File: config.mk
export PLATFORM = sky130hd
export DESIGN_NAME = morse_key_decoder_core
export DESIGN_NICKNAME = d
export VERILOG_FILES = /design/src/hw/rtl/mkd_pkg.sv /design/src/hw/rtl/morse_key_decoder_core.sv /design/src/hw/rtl/mkd_cfg_regs.sv /design/src/hw/rtl/mkd_letter_match.sv /design/src/hw/rtl/mkd_symbol_tracker.sv
export VERILOG_INCLUDE_DIRS = /design/src /design/src/hw/rtl
export SDC_FILE = /design/constraint.sdc
export NUM_CORES = 1
export LEC_CHECK = 0
export BUFFER_PORTS_ARGS = -buffer_cell sky130_fd_sc_hd__buf_2
export CORE_MARGIN = 1
export CORE_UTILIZATION = 38
export CTS_CLUSTER_SIZE = 24
export DETAILED_ROUTE_END_ITERATION = 7
export PLACE_DENSITY = 0.58
export SLEW_MARGIN = 15
export SYNTH_ARGS = -nofsm -noshare
export SYNTH_HDL_FRONTEND = slang
export SYNTH_HIERARCHICAL = 1
export SYNTH_SLANG_ARGS = --single-unit
export TNS_END_PERCENT = 10
File: constraint.sdc
create_clock -name clk_i -period 4.52 [get_ports clk_i]
set_input_delay 0.226 -clock clk_i [delete_from_list [all_inputs] [get_ports clk_i]]
set_output_delay 0.226 -clock clk_i [all_outputs]
set_load 0.005 [all_outputs]
File: src/hw/rtl/assert_macros.svh
// Assertion helpers shared by the RTL files.
`ifndef ASSERT_MACROS_SVH
`define ASSERT_MACROS_SVH

// Property checked on every rising clock edge outside reset.
`define MKD_ASSERT(lbl, prop, msg) \
  lbl: assert property (@(posedge clk_i) disable iff (!rst_ni) (prop)) else $error(msg);

// Consequent must hold in the cycle after the antecedent.
`define MKD_ASSERT_NEXT(lbl, ante, cons, msg) \
  lbl: assert property (@(posedge clk_i) disable iff (!rst_ni) (ante) |=> (cons)) \
    else $error(msg);

`endif

File: src/hw/rtl/mkd_pkg.sv
package mkd_pkg;

  localparam int unsigned MaxSymbols     = 4;
  localparam int unsigned TickCountWidth = 12;
  localparam int unsigned CfgWidth       = 12;
  localparam int unsigned LetterCount    = 26;

  localparam int unsigned SymCntWidth  = $clog2(MaxSymbols + 2);
  localparam int unsigned SymIdxWidth  = $clog2(MaxSymbols);
  localparam int unsigned CmpWidth     = (TickCountWidth > CfgWidth) ? TickCountWidth : CfgWidth;
  localparam int unsigned KindWidth    = 3;
  localparam int unsigned LetterWidth  = 5;
  localparam int unsigned TotalWidth   = 3;
  localparam int unsigned CfgIdxWidth  = 2;

  localparam logic [TickCountWidth-1:0] TickMax = {TickCountWidth{1'b1}};

  localparam logic [CfgIdxWidth-1:0] CfgIdxDashThreshold = 2'd0;
  localparam logic [CfgIdxWidth-1:0] CfgIdxLongPress     = 2'd1;
  localparam logic [CfgIdxWidth-1:0] CfgIdxLetterGap     = 2'd2;

  localparam logic [CfgWidth-1:0] DashThresholdReset = 12'd250;
  localparam logic [CfgWidth-1:0] LongPressReset     = 12'd900;
  localparam logic [CfgWidth-1:0] LetterGapReset     = 12'd900;

  typedef enum logic [KindWidth-1:0] {
    EV_DOT      = 3'd0,
    EV_DASH     = 3'd1,
    EV_LETTER   = 3'd2,
    EV_UNKNOWN  = 3'd3,
    EV_TOO_LONG = 3'd4
  } event_kind_e;

  // Letter codes: symbol count and dash pattern, bit i set when symbol i is a dash.
  localparam logic [2:0] CodeLen [LetterCount] = '{
    3'd2, 3'd4, 3'd4, 3'd3, 3'd1, 3'd4, 3'd3, 3'd4, 3'd2, 3'd4, 3'd3, 3'd4, 3'd2,
    3'd2, 3'd3, 3'd4, 3'd4, 3'd3, 3'd3, 3'd1, 3'd3, 3'd4, 3'd3, 3'd4, 3'd4, 3'd4
  };
  localparam logic [3:0] CodeBits [LetterCount] = '{
    4'h2, 4'h1, 4'h5, 4'h1, 4'h0, 4'h4, 4'h3, 4'h0, 4'h0, 4'hE,
    4'h5, 4'h2, 4'h3, 4'h1, 4'h7, 4'h6, 4'hB, 4'h2, 4'h0, 4'h1,
    4'h4, 4'h8, 4'h6, 4'h9, 4'hD, 4'h3
  };

  typedef struct packed {
    logic [CfgWidth-1:0] dash_threshold_ms;
    logic [CfgWidth-1:0] long_press_limit_ms;
    logic [CfgWidth-1:0] letter_gap_ms;
  } cfg_t;

  typedef struct packed {
    logic                   valid;
    event_kind_e            event_kind;
    logic [LetterWidth-1:0] letter_index;
    logic [TotalWidth-1:0]  symbol_total;
  } result_t;

endpackage

File: src/hw/rtl/morse_key_decoder_core.sv
// The input beat that causes a result beat is held in the input register, and the
// result beat in the result register.
// Throughput: one button sample per cycle; the input stage stalls only while the
// result register is full and the downstream side holds m_axis_tready low.
// Reset (rst_ni low, asynchronous): registers return to 250/900/900, the press
// and gap counters and the code buffer clear, and both stages empty.
`include "assert_macros.svh"

module morse_key_decoder_core (
  input  logic                             clk_i,
  input  logic                             rst_ni,
  input  logic                             s_axis_tvalid,
  output logic                             s_axis_tready,
  input  logic [7:0]                       s_axis_tdata,  // [0] button_level
  output logic                             m_axis_tvalid,
  input  logic                             m_axis_tready,
  output logic [15:0]                      m_axis_tdata,  // [2:0] event_kind,
                                                          // [7:3] letter_index,
                                                          // [10:8] symbol_total
  input  logic                             cfg_we_i,
  input  logic [mkd_pkg::CfgIdxWidth-1:0]  cfg_index_i,
  input  logic [mkd_pkg::CfgWidth-1:0]     cfg_data_i
);

  mkd_pkg::cfg_t    cfg;
  mkd_pkg::result_t result;

  logic in_valid_q;
  logic in_level_q;
  logic out_valid_q;
  logic [mkd_pkg::KindWidth-1:0]   out_kind_q;
  logic [mkd_pkg::LetterWidth-1:0] out_letter_q;
  logic [mkd_pkg::TotalWidth-1:0]  out_total_q;
  logic step;

  mkd_cfg_regs u_cfg (
    .clk_i       (clk_i),
    .rst_ni      (rst_ni),
    .cfg_we_i    (cfg_we_i),
    .cfg_index_i (cfg_index_i),
    .cfg_data_i  (cfg_data_i),
    .cfg_o       (cfg)
  );

  mkd_symbol_tracker u_tracker (
    .clk_i          (clk_i),
    .rst_ni         (rst_ni),
    .step_i         (step),
    .button_level_i (in_level_q),
    .cfg_i          (cfg),
    .result_o       (result)
  );

  assign step          = in_valid_q && (!out_valid_q || m_axis_tready);
  assign s_axis_tready = !in_valid_q || step;

  always_ff @(posedge clk_i or negedge rst_ni) begin
    if (!rst_ni) begin
      in_valid_q <= 1'b0;
    end else if (s_axis_tready) begin
      in_valid_q <= s_axis_tvalid;
    end
  end

  always_ff @(posedge clk_i) begin
    if (s_axis_tready && s_axis_tvalid) begin
      in_level_q <= s_axis_tdata[0];
    end
  end

  always_ff @(posedge clk_i or negedge rst_ni) begin
    if (!rst_ni) begin
      out_valid_q <= 1'b0;
    end else if (step) begin
      out_valid_q <= result.valid;
    end else if (m_axis_tready) begin
      out_valid_q <= 1'b0;
    end
  end

  always_ff @(posedge clk_i) begin
    if (step && result.valid) begin
      out_kind_q   <= result.event_kind;
      out_letter_q <= result.letter_index;
      out_total_q  <= result.symbol_total;
    end
  end

  assign m_axis_tvalid = out_valid_q;
  assign m_axis_tdata  = {5'b0, out_total_q, out_letter_q, out_kind_q};

  `MKD_ASSERT(a_ready_when_empty, in_valid_q || s_axis_tready, "Empty input stage refused a beat.")
  `MKD_ASSERT_NEXT(a_stall_keeps_result, out_valid_q && !m_axis_tready, out_valid_q && $stable(out_kind_q), "Stalled result was lost.")

endmodule

File: src/hw/rtl/mkd_cfg_regs.sv
module mkd_cfg_regs (
  input  logic                             clk_i,
  input  logic                             rst_ni,
  input  logic                             cfg_we_i,
  input  logic [mkd_pkg::CfgIdxWidth-1:0]  cfg_index_i,
  input  logic [mkd_pkg::CfgWidth-1:0]     cfg_data_i,
  output mkd_pkg::cfg_t                    cfg_o
);

  mkd_pkg::cfg_t cfg_d, cfg_q;

  always_comb begin
    cfg_d = cfg_q;
    if (cfg_we_i) begin
      unique case (cfg_index_i)
        mkd_pkg::CfgIdxDashThreshold: cfg_d.dash_threshold_ms   = cfg_data_i;
        mkd_pkg::CfgIdxLongPress:     cfg_d.long_press_limit_ms = cfg_data_i;
        mkd_pkg::CfgIdxLetterGap:     cfg_d.letter_gap_ms       = cfg_data_i;
        default:                      cfg_d = cfg_q;
      endcase
    end
  end

  always_ff @(posedge clk_i or negedge rst_ni) begin
    if (!rst_ni) begin
      cfg_q.dash_threshold_ms   <= mkd_pkg::DashThresholdReset;
      cfg_q.long_press_limit_ms <= mkd_pkg::LongPressReset;
      cfg_q.letter_gap_ms       <= mkd_pkg::LetterGapReset;
    end else begin
      cfg_q <= cfg_d;
    end
  end

  assign cfg_o = cfg_q;

endmodule

File: src/hw/rtl/mkd_letter_match.sv
module mkd_letter_match (
  input  logic [mkd_pkg::SymCntWidth-1:0]  symbol_count_i,
  input  logic [mkd_pkg::MaxSymbols-1:0]   symbol_pattern_i,
  output logic                             found_o,
  output logic [mkd_pkg::LetterWidth-1:0]  letter_index_o
);

  localparam int unsigned CntW = (mkd_pkg::SymCntWidth > 3) ? mkd_pkg::SymCntWidth : 3;
  localparam int unsigned PatW = (mkd_pkg::MaxSymbols > 4) ? mkd_pkg::MaxSymbols : 4;

  logic [CntW-1:0] count_ext;
  logic [PatW-1:0] pattern_ext;

  assign count_ext   = CntW'(symbol_count_i);
  assign pattern_ext = PatW'(symbol_pattern_i);

  // Codes are unique, so at most one entry matches; scan from the top so A wins ties.
  always_comb begin
    found_o        = 1'b0;
    letter_index_o = '0;
    for (int i = mkd_pkg::LetterCount - 1; i >= 0; i--) begin
      if (count_ext == CntW'(mkd_pkg::CodeLen[i]) &&
          pattern_ext == PatW'(mkd_pkg::CodeBits[i])) begin
        found_o        = 1'b1;
        letter_index_o = mkd_pkg::LetterWidth'(i);
      end
    end
  end

endmodule

File: src/hw/rtl/mkd_symbol_tracker.sv
`include "assert_macros.svh"

module mkd_symbol_tracker (
  input  logic             clk_i,
  input  logic             rst_ni,
  input  logic             step_i,
  input  logic             button_level_i,
  input  mkd_pkg::cfg_t    cfg_i,
  output mkd_pkg::result_t result_o
);

  localparam int unsigned TW = mkd_pkg::TickCountWidth;
  localparam int unsigned CW = mkd_pkg::CmpWidth;
  localparam logic [mkd_pkg::SymCntWidth-1:0] MaxCnt =
    mkd_pkg::SymCntWidth'(mkd_pkg::MaxSymbols);

  logic                             was_pressed_d, was_pressed_q;
  logic [TW-1:0]                    press_ticks_d, press_ticks_q;
  logic [TW-1:0]                    gap_ticks_d, gap_ticks_q;
  logic [mkd_pkg::MaxSymbols-1:0]   symbol_pattern_d, symbol_pattern_q;
  logic [mkd_pkg::SymCntWidth-1:0]  symbol_count_d, symbol_count_q;

  logic                             is_dash;
  logic [TW-1:0]                    gap_inc;
  logic                             found;
  logic [mkd_pkg::LetterWidth-1:0]  letter_index;

  mkd_letter_match u_match (
    .symbol_count_i   (symbol_count_q),
    .symbol_pattern_i (symbol_pattern_q),
    .found_o          (found),
    .letter_index_o   (letter_index)
  );

  assign is_dash = CW'(press_ticks_q) >= CW'(cfg_i.dash_threshold_ms);
  assign gap_inc = (gap_ticks_q != mkd_pkg::TickMax) ? gap_ticks_q + 1'b1 : gap_ticks_q;

  always_comb begin
    was_pressed_d    = was_pressed_q;
    press_ticks_d    = press_ticks_q;
    gap_ticks_d      = gap_ticks_q;
    symbol_pattern_d = symbol_pattern_q;
    symbol_count_d   = symbol_count_q;
    result_o         = '0;
    result_o.event_kind = mkd_pkg::EV_DOT;

    if (button_level_i) begin
      if (was_pressed_q) begin
        if (press_ticks_q != mkd_pkg::TickMax) begin
          press_ticks_d = press_ticks_q + 1'b1;
        end
      end else begin
        press_ticks_d = TW'(1);
      end
      was_pressed_d = 1'b1;
    end else if (was_pressed_q) begin
      was_pressed_d   = 1'b0;
      press_ticks_d   = '0;
      gap_ticks_d     = '0;
      result_o.valid  = 1'b1;
      if (CW'(press_ticks_q) > CW'(cfg_i.long_press_limit_ms)) begin
        symbol_pattern_d    = '0;
        symbol_count_d      = '0;
        result_o.event_kind = mkd_pkg::EV_TOO_LONG;
      end else begin
        if (symbol_count_q < MaxCnt) begin
          symbol_pattern_d[symbol_count_q[mkd_pkg::SymIdxWidth-1:0]] = is_dash;
          symbol_count_d = symbol_count_q + 1'b1;
        end else begin
          symbol_count_d = MaxCnt + 1'b1;
        end
        result_o.event_kind   = is_dash ? mkd_pkg::EV_DASH : mkd_pkg::EV_DOT;
        result_o.symbol_total = symbol_count_d[mkd_pkg::TotalWidth-1:0];
      end
    end else begin
      gap_ticks_d = gap_inc;
      if (CW'(gap_inc) > CW'(cfg_i.letter_gap_ms) && symbol_count_q != '0) begin
        symbol_pattern_d    = '0;
        symbol_count_d      = '0;
        result_o.valid      = 1'b1;
        result_o.event_kind = found ? mkd_pkg::EV_LETTER : mkd_pkg::EV_UNKNOWN;
        result_o.letter_index = found ? letter_index : '0;
      end
    end

    if (!step_i) begin
      result_o.valid = 1'b0;
    end
  end

  always_ff @(posedge clk_i or negedge rst_ni) begin
    if (!rst_ni) begin
      was_pressed_q    <= 1'b0;
      press_ticks_q    <= '0;
      gap_ticks_q      <= '0;
      symbol_pattern_q <= '0;
      symbol_count_q   <= '0;
    end else if (step_i) begin
      was_pressed_q    <= was_pressed_d;
      press_ticks_q    <= press_ticks_d;
      gap_ticks_q      <= gap_ticks_d;
      symbol_pattern_q <= symbol_pattern_d;
      symbol_count_q   <= symbol_count_d;
    end
  end

  `MKD_ASSERT(a_count_range, symbol_count_q <= MaxCnt + 1'b1, "Symbol count beyond overflow mark.")
  `MKD_ASSERT(a_empty_pattern, symbol_count_q != '0 || symbol_pattern_q == '0, "Empty code has dash bits.")
  `MKD_ASSERT(a_press_nonzero, !was_pressed_q || press_ticks_q != '0, "Held press with zero length.")
  `MKD_ASSERT_NEXT(a_release_clears, step_i && !button_level_i && was_pressed_q, !was_pressed_q && press_ticks_q == '0 && gap_ticks_q == '0, "Release did not restart counters.")

endmodule
==> impl_metrics.yaml, run 1 <==
synthesis:
  syn_area_mm2: 0.00533
  yosys.area.top_type: "dfrtp_1"
  async_flop_share_pct: 85.4
  synth_top_area_share_pct: 26.3
  ys_ff_latch: 82
  synth_edf_count: 12
  yosysWarnings: 6
  syn_area_per_cell_um2: 10.1
  yosysUniqueCellTypes: 77
  seq_area_frac_synth_pct: 40.0
  synth.area.top_cells: "dfrtp_1 (26%), ha_1 (9.9%), mux2_2 (8.2%), dfstp_2 (6.9%), edfxtp_1 (6.8%)"
  syn-instance-count: 529
  synthFlopType: "dfrtp_1"
run:
  maxCapViolations: 0
global_routing:
  antenna_found_initial: 0
  grt_pass1_wl_um: 19000
  track_usage_pct: 16.7
  grt_start_max_net_pins: 43
  grt.overflow.total: 0
  grt_pass1_vias: 3793
sta:
  finalSetupTns_ps: 0
  finalSetupViolations: 0
  max_freq_ghz: 0.244
  slew_viol_final: 0
  rsz0062_at_grt: "no"
  period_share_pct: 90.8
  hold_viol: 0
  skew_ps: 8.02
  min_period_ps: 4100
  relSlewSlack_pct: 27.6
  worst_pin_slew_ps: 1080
outcome:
  outcome: "completed"
place:
  gp_congestion: 0.826
  hpwl_um: 8320
  numPortBuffers: 32
setup_path:
  cp.arrival_ps: 4060
  required_ps: 4470
  start_kind: "flop"
  worstSetupPathType: "reg -> reg"
  critPathSlowestCell: "nor2b_1"
  crit_chain: "and4_4, nand4_1, or2_2, nor3_1, a21oi_1, ha_1, nand4_1, a211oi_1, o41a_4, o21ai_4, inv_2, nand2_1, nor2b_1"
  crit_fanout: 11
  crit_path_frequent_cell: "nand4_1"
  crit_family: "simple AND/OR/NAND/NOR gates"
  end_kind: "flop"
  r2r_slack_ps: 420
  max_stage_delay_ps: 760
  path_buf_inv: 1
clock_tree:
  cts_resized: 0
  clock_latency_ps: 340
  clock_sinks: 82
  root_buffer: "clkbuf_16"
  numCtsBuffers: 9
  htree_levels: 3
  clkTransAtPathRegs_ps: 60
  cts_tree: "built"
  clockBufferDepth: 2
floorplanning:
  die-area_mm2: 0.0145
  rows: 42
  fp.dieW_um: 120
  initial_core_util_pct: 39.6
  coreArea_mm2: 0.0135
  design.portCount: 45
  die_y_um: 120
power_and_ir_drop:
  p_leak_nw: 2.66
  total_power_mw: 2.40
  vdd_ir_drop_max_uv: 209
  p_per_area_mw_per_mm2: 410
routing:
  wl_per_cell_um: 15.4
  wl_met1_um: 5460
  ant_nets: 0
  topRoutingLayerUsed: "met4"
  drc: 0
  drt_iter0_drc: 272
  drtPass1Iterations: 4
  avgViaCountPerCell: 5.44
  via_count: 3984
  wl_met3_um: 285
  drt_wl_total_um: 11300
  wl_met2_um: 5400
worst_hold_path:
  hp-class: "in -> reg"
final_layout:
  synthToLayoutAreaGrowth_pct: 9.77
  fin_nets: 620
  drive_gt1_share_pct: 21.9
  antennaDiodeCount: 0
[worst paths after layout]
check                                         startpoint         endpoint  cells past startpoint
max in group asynchronous                         rst_ni   u_cfg/cfg_o[9]                      3
worst max register to register  u_tracker/gap_ticks_q[2]  out_letter_q[2]                     13
min in group asynchronous                         rst_ni  u_cfg/cfg_o[15]                      2
worst max-delay path            u_tracker/gap_ticks_q[2]  out_letter_q[2]                     13
worst min-delay path                     s_axis_tdata[0]       in_level_q                      1
worst min register to register           u_cfg/cfg_o[23]  u_cfg/cfg_o[23]                      1
[per-layer routing]
layer	up-vias	global-route usage (%)
met1	1959	22.3
li1	1964	-
met4	0	4.01
met3	9	3.54
met2	52	27.6
met5	-	0
[synthesized netlist by cell type (7+ instances only)]
| library cell | instances |
|---|---|
| nand4_1 | 15 |
| edfxtp_1 | 12 |
| nand2b_1 | 8 |
| mux2_2 | 39 |
| inv_1 | 43 |
| and2_1 | 15 |
| a31oi_1 | 8 |
| o31ai_1 | 7 |
| nor2b_1 | 9 |
| ha_1 | 42 |
| nor3_1 | 10 |
| a21oi_1 | 22 |
| dfstp_2 | 14 |
| dfrtp_1 | 56 |
| nor2_1 | 24 |
| nand2_1 | 32 |
| buf_2 | 12 |
| o21ai_0 | 25 |
| buf_4 | 8 |
| nand3_1 | 10 |
[layout make-up]
type | count | area, µm²
Inverter | 44 | 165
Sequential cell | 82 | 2130
Fill cell | 1325 | 7610
Tap cell | 176 | 220
Clock buffer | 11 | 233
Timing Repair Buffer | 36 | 193
Clock inverter | 5 | 30.0
Multi-Input combinational cell | 378 | 2880
[kinds of logic after synthesis]
kind of cell	count (synthesis)	share of synthesized area, %
xor+xnor	8	1.32
other cells	1	0.0704
flops	82	40.0
compound gates	117	15.5
buf+inv	73	6.30
simple gates	160	17.3
fa+ha+maj	42	9.87
mux	46	9.75
[flip-flops by register name (all words and copies together), names as in the netlist]
signal / flops
u_cfg/cfg_o: 36
u_tracker/gap_ticks_q: 12
u_tracker/press_ticks_q: 12
out_letter_q: 5
u_tracker/symbol_pattern_q: 4
out_kind_q: 3
out_total_q: 3
u_tracker/symbol_count_q: 3
in_level_q: 1
in_valid_q: 1
m_axis_tvalid: 1
u_tracker/was_pressed_q: 1
[cell usage in the layout (no fill, tap or decap), drive strengths merged, types with 11 or more instances in the layout]
cell type / n
dfstp: 14
o21ai: 29
clkbuf: 11
buf: 35
edfxtp: 12
nor2: 24
a21oi: 23
nand3: 12
nand2: 33
ha: 42
and2: 16
inv: 45
nor3: 11
dfrtp: 56
nand4: 15
mux2: 41
[worst register-to-register path: stages, from the launching register on]
cell and delay [ps]:
dfrtp_1 460, and4_4 290, nand4_1 200, or2_2 370, nor3_1 190, a21oi_1 80, ha_1 320, nand4_1 170
a211oi_1 350, o41a_4 230, o21ai_4 70, inv_2 140, nand2_1 80, nor2b_1 760
[power breakdown]
group	leakage (nW)	total (mW)	switching (mW)	internal (mW)
logic	1.56	0.664	0.338	0.326
clock network	0.134	0.658	0.287	0.371
registers	0.963	1.07	0.192	0.882
[what timing repair did]
action,4_1_cts,5_1_grt
setup endpoints to repair,0,0
buffers inserted,0,0
hold endpoints to repair,24,0
hold buffers,1,0
[metrics by stage]
step	hold slack, ps	instance area (µm²)	instances	utilization [%]	setup WS (ps)
after global routing	56.5	5850	732	43.5	28.5
final	66.2	5850	732	43.5	415
after detailed placement	306	5570	715	41.4	428
after global placement	310	5570	715	41.4	543
after floorplan	-69.6	5340	533	-	1040
after CTS	50.1	5850	732	43.5	399
Note: power is estimated with default switching activity, not from simulation.
==> run 2: changes to the inputs <==
--- a/config.mk
+++ b/config.mk
@@ -8,10 +8,10 @@
 export LEC_CHECK = 0
 export BUFFER_PORTS_ARGS = -buffer_cell sky130_fd_sc_hd__buf_2
 export CORE_MARGIN = 1
-export CORE_UTILIZATION = 38
+export CORE_UTILIZATION = 44
 export CTS_CLUSTER_SIZE = 24
 export DETAILED_ROUTE_END_ITERATION = 7
-export PLACE_DENSITY = 0.58
+export PLACE_DENSITY = 0.65
 export SLEW_MARGIN = 15
 export SYNTH_ARGS = -nofsm -noshare
 export SYNTH_HDL_FRONTEND = slang
==> run 2 against run 1 <==
The flow now finishes with violations (design-rule violations). Clock power up 13%. Worst hold slack worse by 4.9 ps. Clock-buffer cell count up 4. Combinational power down 2%. Die area down 13%. Critical endpoint is now out_total_q[2]. Largest power group unchanged. Highest routed layer unchanged.
==> impl_metrics.yaml, run 2 (same netlist as run 1, synthesis figures left out) <==
power_and_ir_drop:
  vdd_ir_drop_max_uv: 193
  p_per_area_mw_per_mm2: 422
  p_leak_nw: 2.67
setup_path:
  start_kind: "flop"
  required_ps: 4560
  cp.arrival_ps: 3810
  crit_fanout: 11
  end_kind: "flop"
  worstSetupPathType: "reg -> reg"
clock_tree:
  numCtsBuffers: 9
  clockBufferDepth: 2
  cts_tree: "built"
  clock_latency_ps: 350
  clkTransAtPathRegs_ps: 60
  holdBufCountCts: 1
  root_buffer: "clkbuf_16"
  cts_resized: 0
  cts_setup_buffers: 0
  clock_sinks: 82
  htree_levels: 3
floorplanning:
  rows: 39
  initial_core_util_pct: 45.9
  die_y_um: 112
  design.portCount: 45
  coreArea_mm2: 0.0116
  fp.dieW_um: 112
  die-area_mm2: 0.0125
routing:
  avgViaCountPerCell: 5.71
  drt_iter0_drc: 156
  wl_per_cell_um: 15.7
  drt_wl_total_um: 10900
  via_count: 3988
  ant_nets: 0
  drtPass1Iterations: 8
  drc: 2
run:
  maxCapViolations: 0
final_layout:
  antennaDiodeCount: 0
  fillers: 1091
  largest_reg_flops: 36
  final_cell_mix: "dfrtp_1 (56), inv_1 (43), ha_1 (42), mux2_2 (39)"
  layout_commonest_cell: "dfrtp_1"
  drive_gt1_share_pct: 21.6
  synthToLayoutAreaGrowth_pct: 9.65
  fin_nets: 619
sta:
  rsz0062_at_grt: "no"
  finalSetupTns_ps: 0
  min_period_ps: 3770
  period_share_pct: 83.3
  worst_pin_slew_ps: 1070
  whs_ps: 61.3
  hold_viol: 0
  max_freq_ghz: 0.266
  slew_viol_final: 0
  finalSetupViolations: 0
  relSlewSlack_pct: 28.4
  skew_ps: 9.61
outcome:
  outcome: "complete, but fails checks"
  violations: "design-rule violations"
global_routing:
  grt_pass1_wl_um: 19000
  antenna_found_initial: 0
  grt_start_max_net_pins: 40
  track_usage_pct: 19.0
  grt.overflow.total: 0
  grt_pass1_vias: 3868
place:
  numPortBuffers: 32
  gp_congestion: 0.819
  hpwl_um: 8030
worst_hold_path:
  hp-class: "in -> reg"
run 2: through the flow:
stage                     total power [mW]  worst slack [ps]  area (µm²)  cells  util, %
after global routing                  2.65               452        5840    698     50.3
after CTS                             2.49               760        5840    698     50.3
after detailed placement              1.74               789        5530    681     47.6
after floorplan                       1.59              1040        5340    533        -
after global placement                1.70               837        5530    681     47.6
final                                 2.47               754        5840    698     50.3
run 2: layout make-up:
| class | instances | area [µm²] | share of cell area [%] |
|---|---|---|---|
| multi-input combinational | 378 | 2880 | 49.3 |
| sequential | 82 | 2130 | 36.5 |
| clock buffer | 15 | 300 | 5.14 |
| timing repair buffer | 35 | 185 | 3.17 |
| tap | 143 | 179 | 3.06 |
| inverter | 44 | 165 | 2.83 |
| clock inverter | 1 | 5.00 | 0.0857 |
run 2: where the power goes:
group	total (mW)	internal, mW	switching, mW	leakage (nW)
logic	0.648	0.323	0.325	1.56
clock network	0.743	0.454	0.289	0.150
registers	1.08	0.882	0.194	0.963
run 2: final timing paths:
| check | start | end | slack [ps] | cells past startpoint |
|---|---|---|---|---|
| setup / recovery | u_tracker/gap_ticks_q[0] | out_total_q[2] | 750 | 13 |
| hold / removal | s_axis_tdata[0] | in_level_q | 60 | 1 |
| setup reg to reg | u_tracker/gap_ticks_q[0] | out_total_q[2] | 750 | 13 |
| hold reg to reg | u_cfg/cfg_o[16] | u_cfg/cfg_o[16] | 510 | 1 |
| max in group asynchronous | rst_ni | u_cfg/cfg_o[8] | 3050 | 3 |
| min in group asynchronous | rst_ni | u_cfg/cfg_o[26] | 480 | 2 |
run 2: critical path: stages (launching register included):
cell and delay, ps:
dfrtp_1 490, ha_1 300, nand4_1 460, mux2_2 460, ha_1 290, nor2b_1 130
o211ai_1 100, a211oi_1 260, o41a_4 220, o21ai_4 70, inv_2 140, nand2_1 80
nor2b_1 220, buf_4 240
run 2: metal layers:
| metal | GRT usage [%] | share of wire (%) | routed length (µm) | up-vias |
|---|---|---|---|---|
| met4 | 5.78 | 1.5 | 160 | 0 |
| met3 | 3.89 | 3.6 | 394 | 12 |
| met5 | 0 | 0 | 0 | - |
| met1 | 24.8 | 46 | 5010 | 1956 |
| li1 | - | - | - | 1964 |
| met2 | 32.0 | 49 | 5360 | 56 |
==> run 3: changes to the inputs <==
--- a/config.mk
+++ b/config.mk
@@ -6,12 +6,13 @@
 export SDC_FILE = /design/constraint.sdc
 export NUM_CORES = 1
 export LEC_CHECK = 0
+export ABC_AREA = 1
 export BUFFER_PORTS_ARGS = -buffer_cell sky130_fd_sc_hd__buf_2
 export CORE_MARGIN = 1
 export CORE_UTILIZATION = 44
 export CTS_CLUSTER_SIZE = 24
 export DETAILED_ROUTE_END_ITERATION = 7
-export PLACE_DENSITY = 0.65
+export PLACE_DENSITY = 0.67
 export SLEW_MARGIN = 15
 export SYNTH_ARGS = -nofsm -noshare
 export SYNTH_HDL_FRONTEND = slang
==> constraint.sdc (replaced) <==
create_clock -name clk_i -period 3.3 [get_ports clk_i]
set_input_delay 0.165 -clock clk_i [delete_from_list [all_inputs] [get_ports clk_i]]
set_output_delay 0.165 -clock clk_i [all_outputs]
set_load 0.005 [all_outputs]
==> run 3 against run 2 <==
The run now ends clean. Setup slack worse by 560 ps. Clock skew shrank 2.8 ps. Maximum frequency grew 21%. Combinational power grew 30%. Clock power increased by 31%. Largest power group unchanged. Highest routed layer unchanged.
==> impl_metrics.yaml, run 3 <==
outcome:
  outcome: "completed"
place:
  placed_area_mm2: 0.00579
  place_ws_ps: 243
  dp.cells: 913
  gp_congestion: 0.848
  hpwl_um: 9620
  numPortBuffers: 32
global_routing:
  grt_pass1_wl_um: 22100
  track_usage_pct: 21.6
  antenna_found_initial: 0
  grt_pass1_vias: 4726
  grt.overflow.total: 0
  grt_start_max_net_pins: 52
clock_tree:
  root_buffer: "clkbuf_16"
  htree_levels: 3
  numCtsBuffers: 9
  cts_tree: "built"
  clock_sinks: 82
  clock_latency_ps: 340
  clkTransAtPathRegs_ps: 60
  clockBufferDepth: 2
setup_path:
  required_ps: 3360
  cp.arrival_ps: 3170
  start_kind: "flop"
  crit_fanout: 10
  r2r_cells: 20
  worstSetupPathType: "reg -> reg"
  end_kind: "flop"
synthesis:
  yosysWarnings: 6
  async_flop_share_pct: 85.4
  synth.area.top_cells: "dfrtp_1 (25%), nand2_1 (14%), ha_1 (9.5%), inv_1 (7.6%), dfstp_2 (6.7%)"
  ys_ff_latch: 82
  yosysUniqueCellTypes: 45
  synth_edf_count: 12
  synthTopCellsByCount: "nand2_1 (203), inv_1 (112), dfrtp_1 (56), nor2_1 (53), nand3_1 (44)"
  syn-instance-count: 727
  seq_area_frac_synth_pct: 38.6
  synthFlopType: "dfrtp_1"
  yosys.area.top_type: "dfrtp_1"
  synth_top_area_share_pct: 25.4
  synth_most_common_cell: "nand2_1"
  syn_area_mm2: 0.00552
  syn_area_per_cell_um2: 7.59
floorplanning:
  die-area_mm2: 0.0130
  design.portCount: 45
  coreArea_mm2: 0.0121
  fp.dieW_um: 114
  initial_core_util_pct: 45.5
  die_y_um: 114
  rows: 40
routing:
  topRoutingLayerUsed: "met4"
  drc: 0
  via_count: 4751
  wl_per_cell_um: 13.8
  wl_met1_um: 5960
  ant_nets: 0
  avgViaCountPerCell: 5.08
  drt_iter0_drc: 240
  drtPass1Iterations: 4
  drt_wl_total_um: 13000
  wl_met2_um: 6260
  wl_met3_um: 583
sta:
  finalSetupTns_ps: 0
  period_share_pct: 94.2
  hold_viol: 0
  slew_viol_final: 0
  layout_setup_ws_ps: 190
  whs_ps: 7.86
  worst_pin_slew_ps: 860
  skew_ps: 6.80
  min_period_ps: 3110
  max_freq_ghz: 0.322
  finalSetupViolations: 0
  relSlewSlack_pct: 42.6
final_layout:
  layout_commonest_cell: "nand2_1"
  largest_reg_flops: 36
  antennaDiodeCount: 0
  final_area_mm2: 0.00619
  synthToLayoutAreaGrowth_pct: 12.3
  drive_gt1_share_pct: 16.3
  fin_nets: 832
  finalNonFillerCells: 936
  final_cell_mix: "nand2_1 (202), inv_1 (112), dfrtp_1 (56), nor2_1 (50)"
  utilization_pct: 51.1
run:
  maxCapViolations: 0
power_and_ir_drop:
  p_per_area_mw_per_mm2: 501
  internal-power_mw: 2.04
  total_power_mw: 3.10
  p_clk_share_pct: 31.5
  p_leak_nw: 3.22
  switchingPower_mw: 1.06
  vdd_ir_drop_max_uv: 325
  comb_power_share_pct: 27.1
  seqPwrFrac_pct: 41.4
  netSwitchingFraction_pct: 34.2
worst_hold_path:
  hp-class: "in -> reg"
  min_path_cells: 1
## run 3: cell types whose count changed in the layout (fill, tap and decap cells not counted), sizes merged, moves of 9 or more
| cell | change |
|---|---|
| and2 | -14 |
| inv | +79 |
| mux2 | -41 |
| nand2 | +177 |
| nand3 | +41 |
| nand4 | +19 |
| nor2 | +38 |
| nor2b | -9 |
## run 3: path summary, 6_finish.rpt
| path | to | from | slack, ps |
|---|---|---|---|
| max | out_letter_q[0] | u_tracker/gap_ticks_q[0] | 190 |
| min | in_level_q | s_axis_tdata[0] | 8 |
| max reg2reg | out_letter_q[0] | u_tracker/gap_ticks_q[0] | 190 |
| min reg2reg | u_cfg/cfg_o[8] | u_cfg/cfg_o[8] | 460 |
| max in group asynchronous | u_tracker/gap_ticks_q[2] | rst_ni | 1950 |
| min in group asynchronous | u_tracker/press_ticks_q[2] | rst_ni | 320 |
## run 3: cells by family after synthesis
| kind of cell | Yosys count | share of synthesized area, % |
|---|---|---|
| AND/OR/NAND/NOR | 382 | 32.1 |
| flip-flops | 82 | 38.6 |
| buffers and inverters | 144 | 10.8 |
| other | 1 | 0.0680 |
| XOR/XNOR | 10 | 1.59 |
| adder cells (fa/ha/maj) | 42 | 9.53 |
| AO/OA/AOI/OAI | 66 | 7.33 |
## run 3: power groups by stage
stage	logic (mW)	clock network (mW)	registers, mW
after CTS	0.824	1.00	1.28
final	0.840	0.977	1.28
after floorplan	0.628	0	1.26
after global placement	0.786	0	1.29
after global routing	0.983	1.03	1.30
after detailed placement	0.813	0	1.30
## run 3: routing by layer
| layer | GRT usage, % | up-vias |
|---|---|---|
| met4 | 7.10 | 0 |
| met1 | 28.1 | 2215 |
| met3 | 3.88 | 11 |
| met2 | 36.5 | 114 |
| met5 | 0 | - |
| li1 | - | 2411 |
## run 3: what timing repair did
| action | in CTS | in global routing |
|---|---|---|
| endpoints found under the hold margin | 19 | 0 |
| gates resized for setup | 0 | 16 |
| hold buffers | 1 | 0 |
| endpoints found under the setup margin | 0 | 15 |
| setup buffers | 0 | 5 |
## run 3: area by class of cell
| type | instances | area [µm²] |
|---|---|---|
| clock buffers | 9 | 225 |
| clock inverters | 7 | 60.1 |
| fillers | 1194 | 5920 |
| inverters | 123 | 462 |
| multi-input cells | 505 | 2860 |
| flip-flops and latches | 82 | 2130 |
| well taps | 168 | 210 |
| repair buffers | 42 | 245 |
## run 3: worst max-delay path, cell delays in order (launching register included)
cell	delay [ps]
dfrtp_1	440
ha_4	180
nand2_2	90
nor4_4	350
nand2_1	150
inv_2	120
nand2_4	100
nand3_1	150
ha_1	260
nand2_1	70
inv_1	30
nand2_1	110
nor2_2	60
nand2_1	50
nand2_1	40
inv_1	50
nand2_2	90
a21oi_4	140
inv_1	90
nor2_4	120
buf_6	140
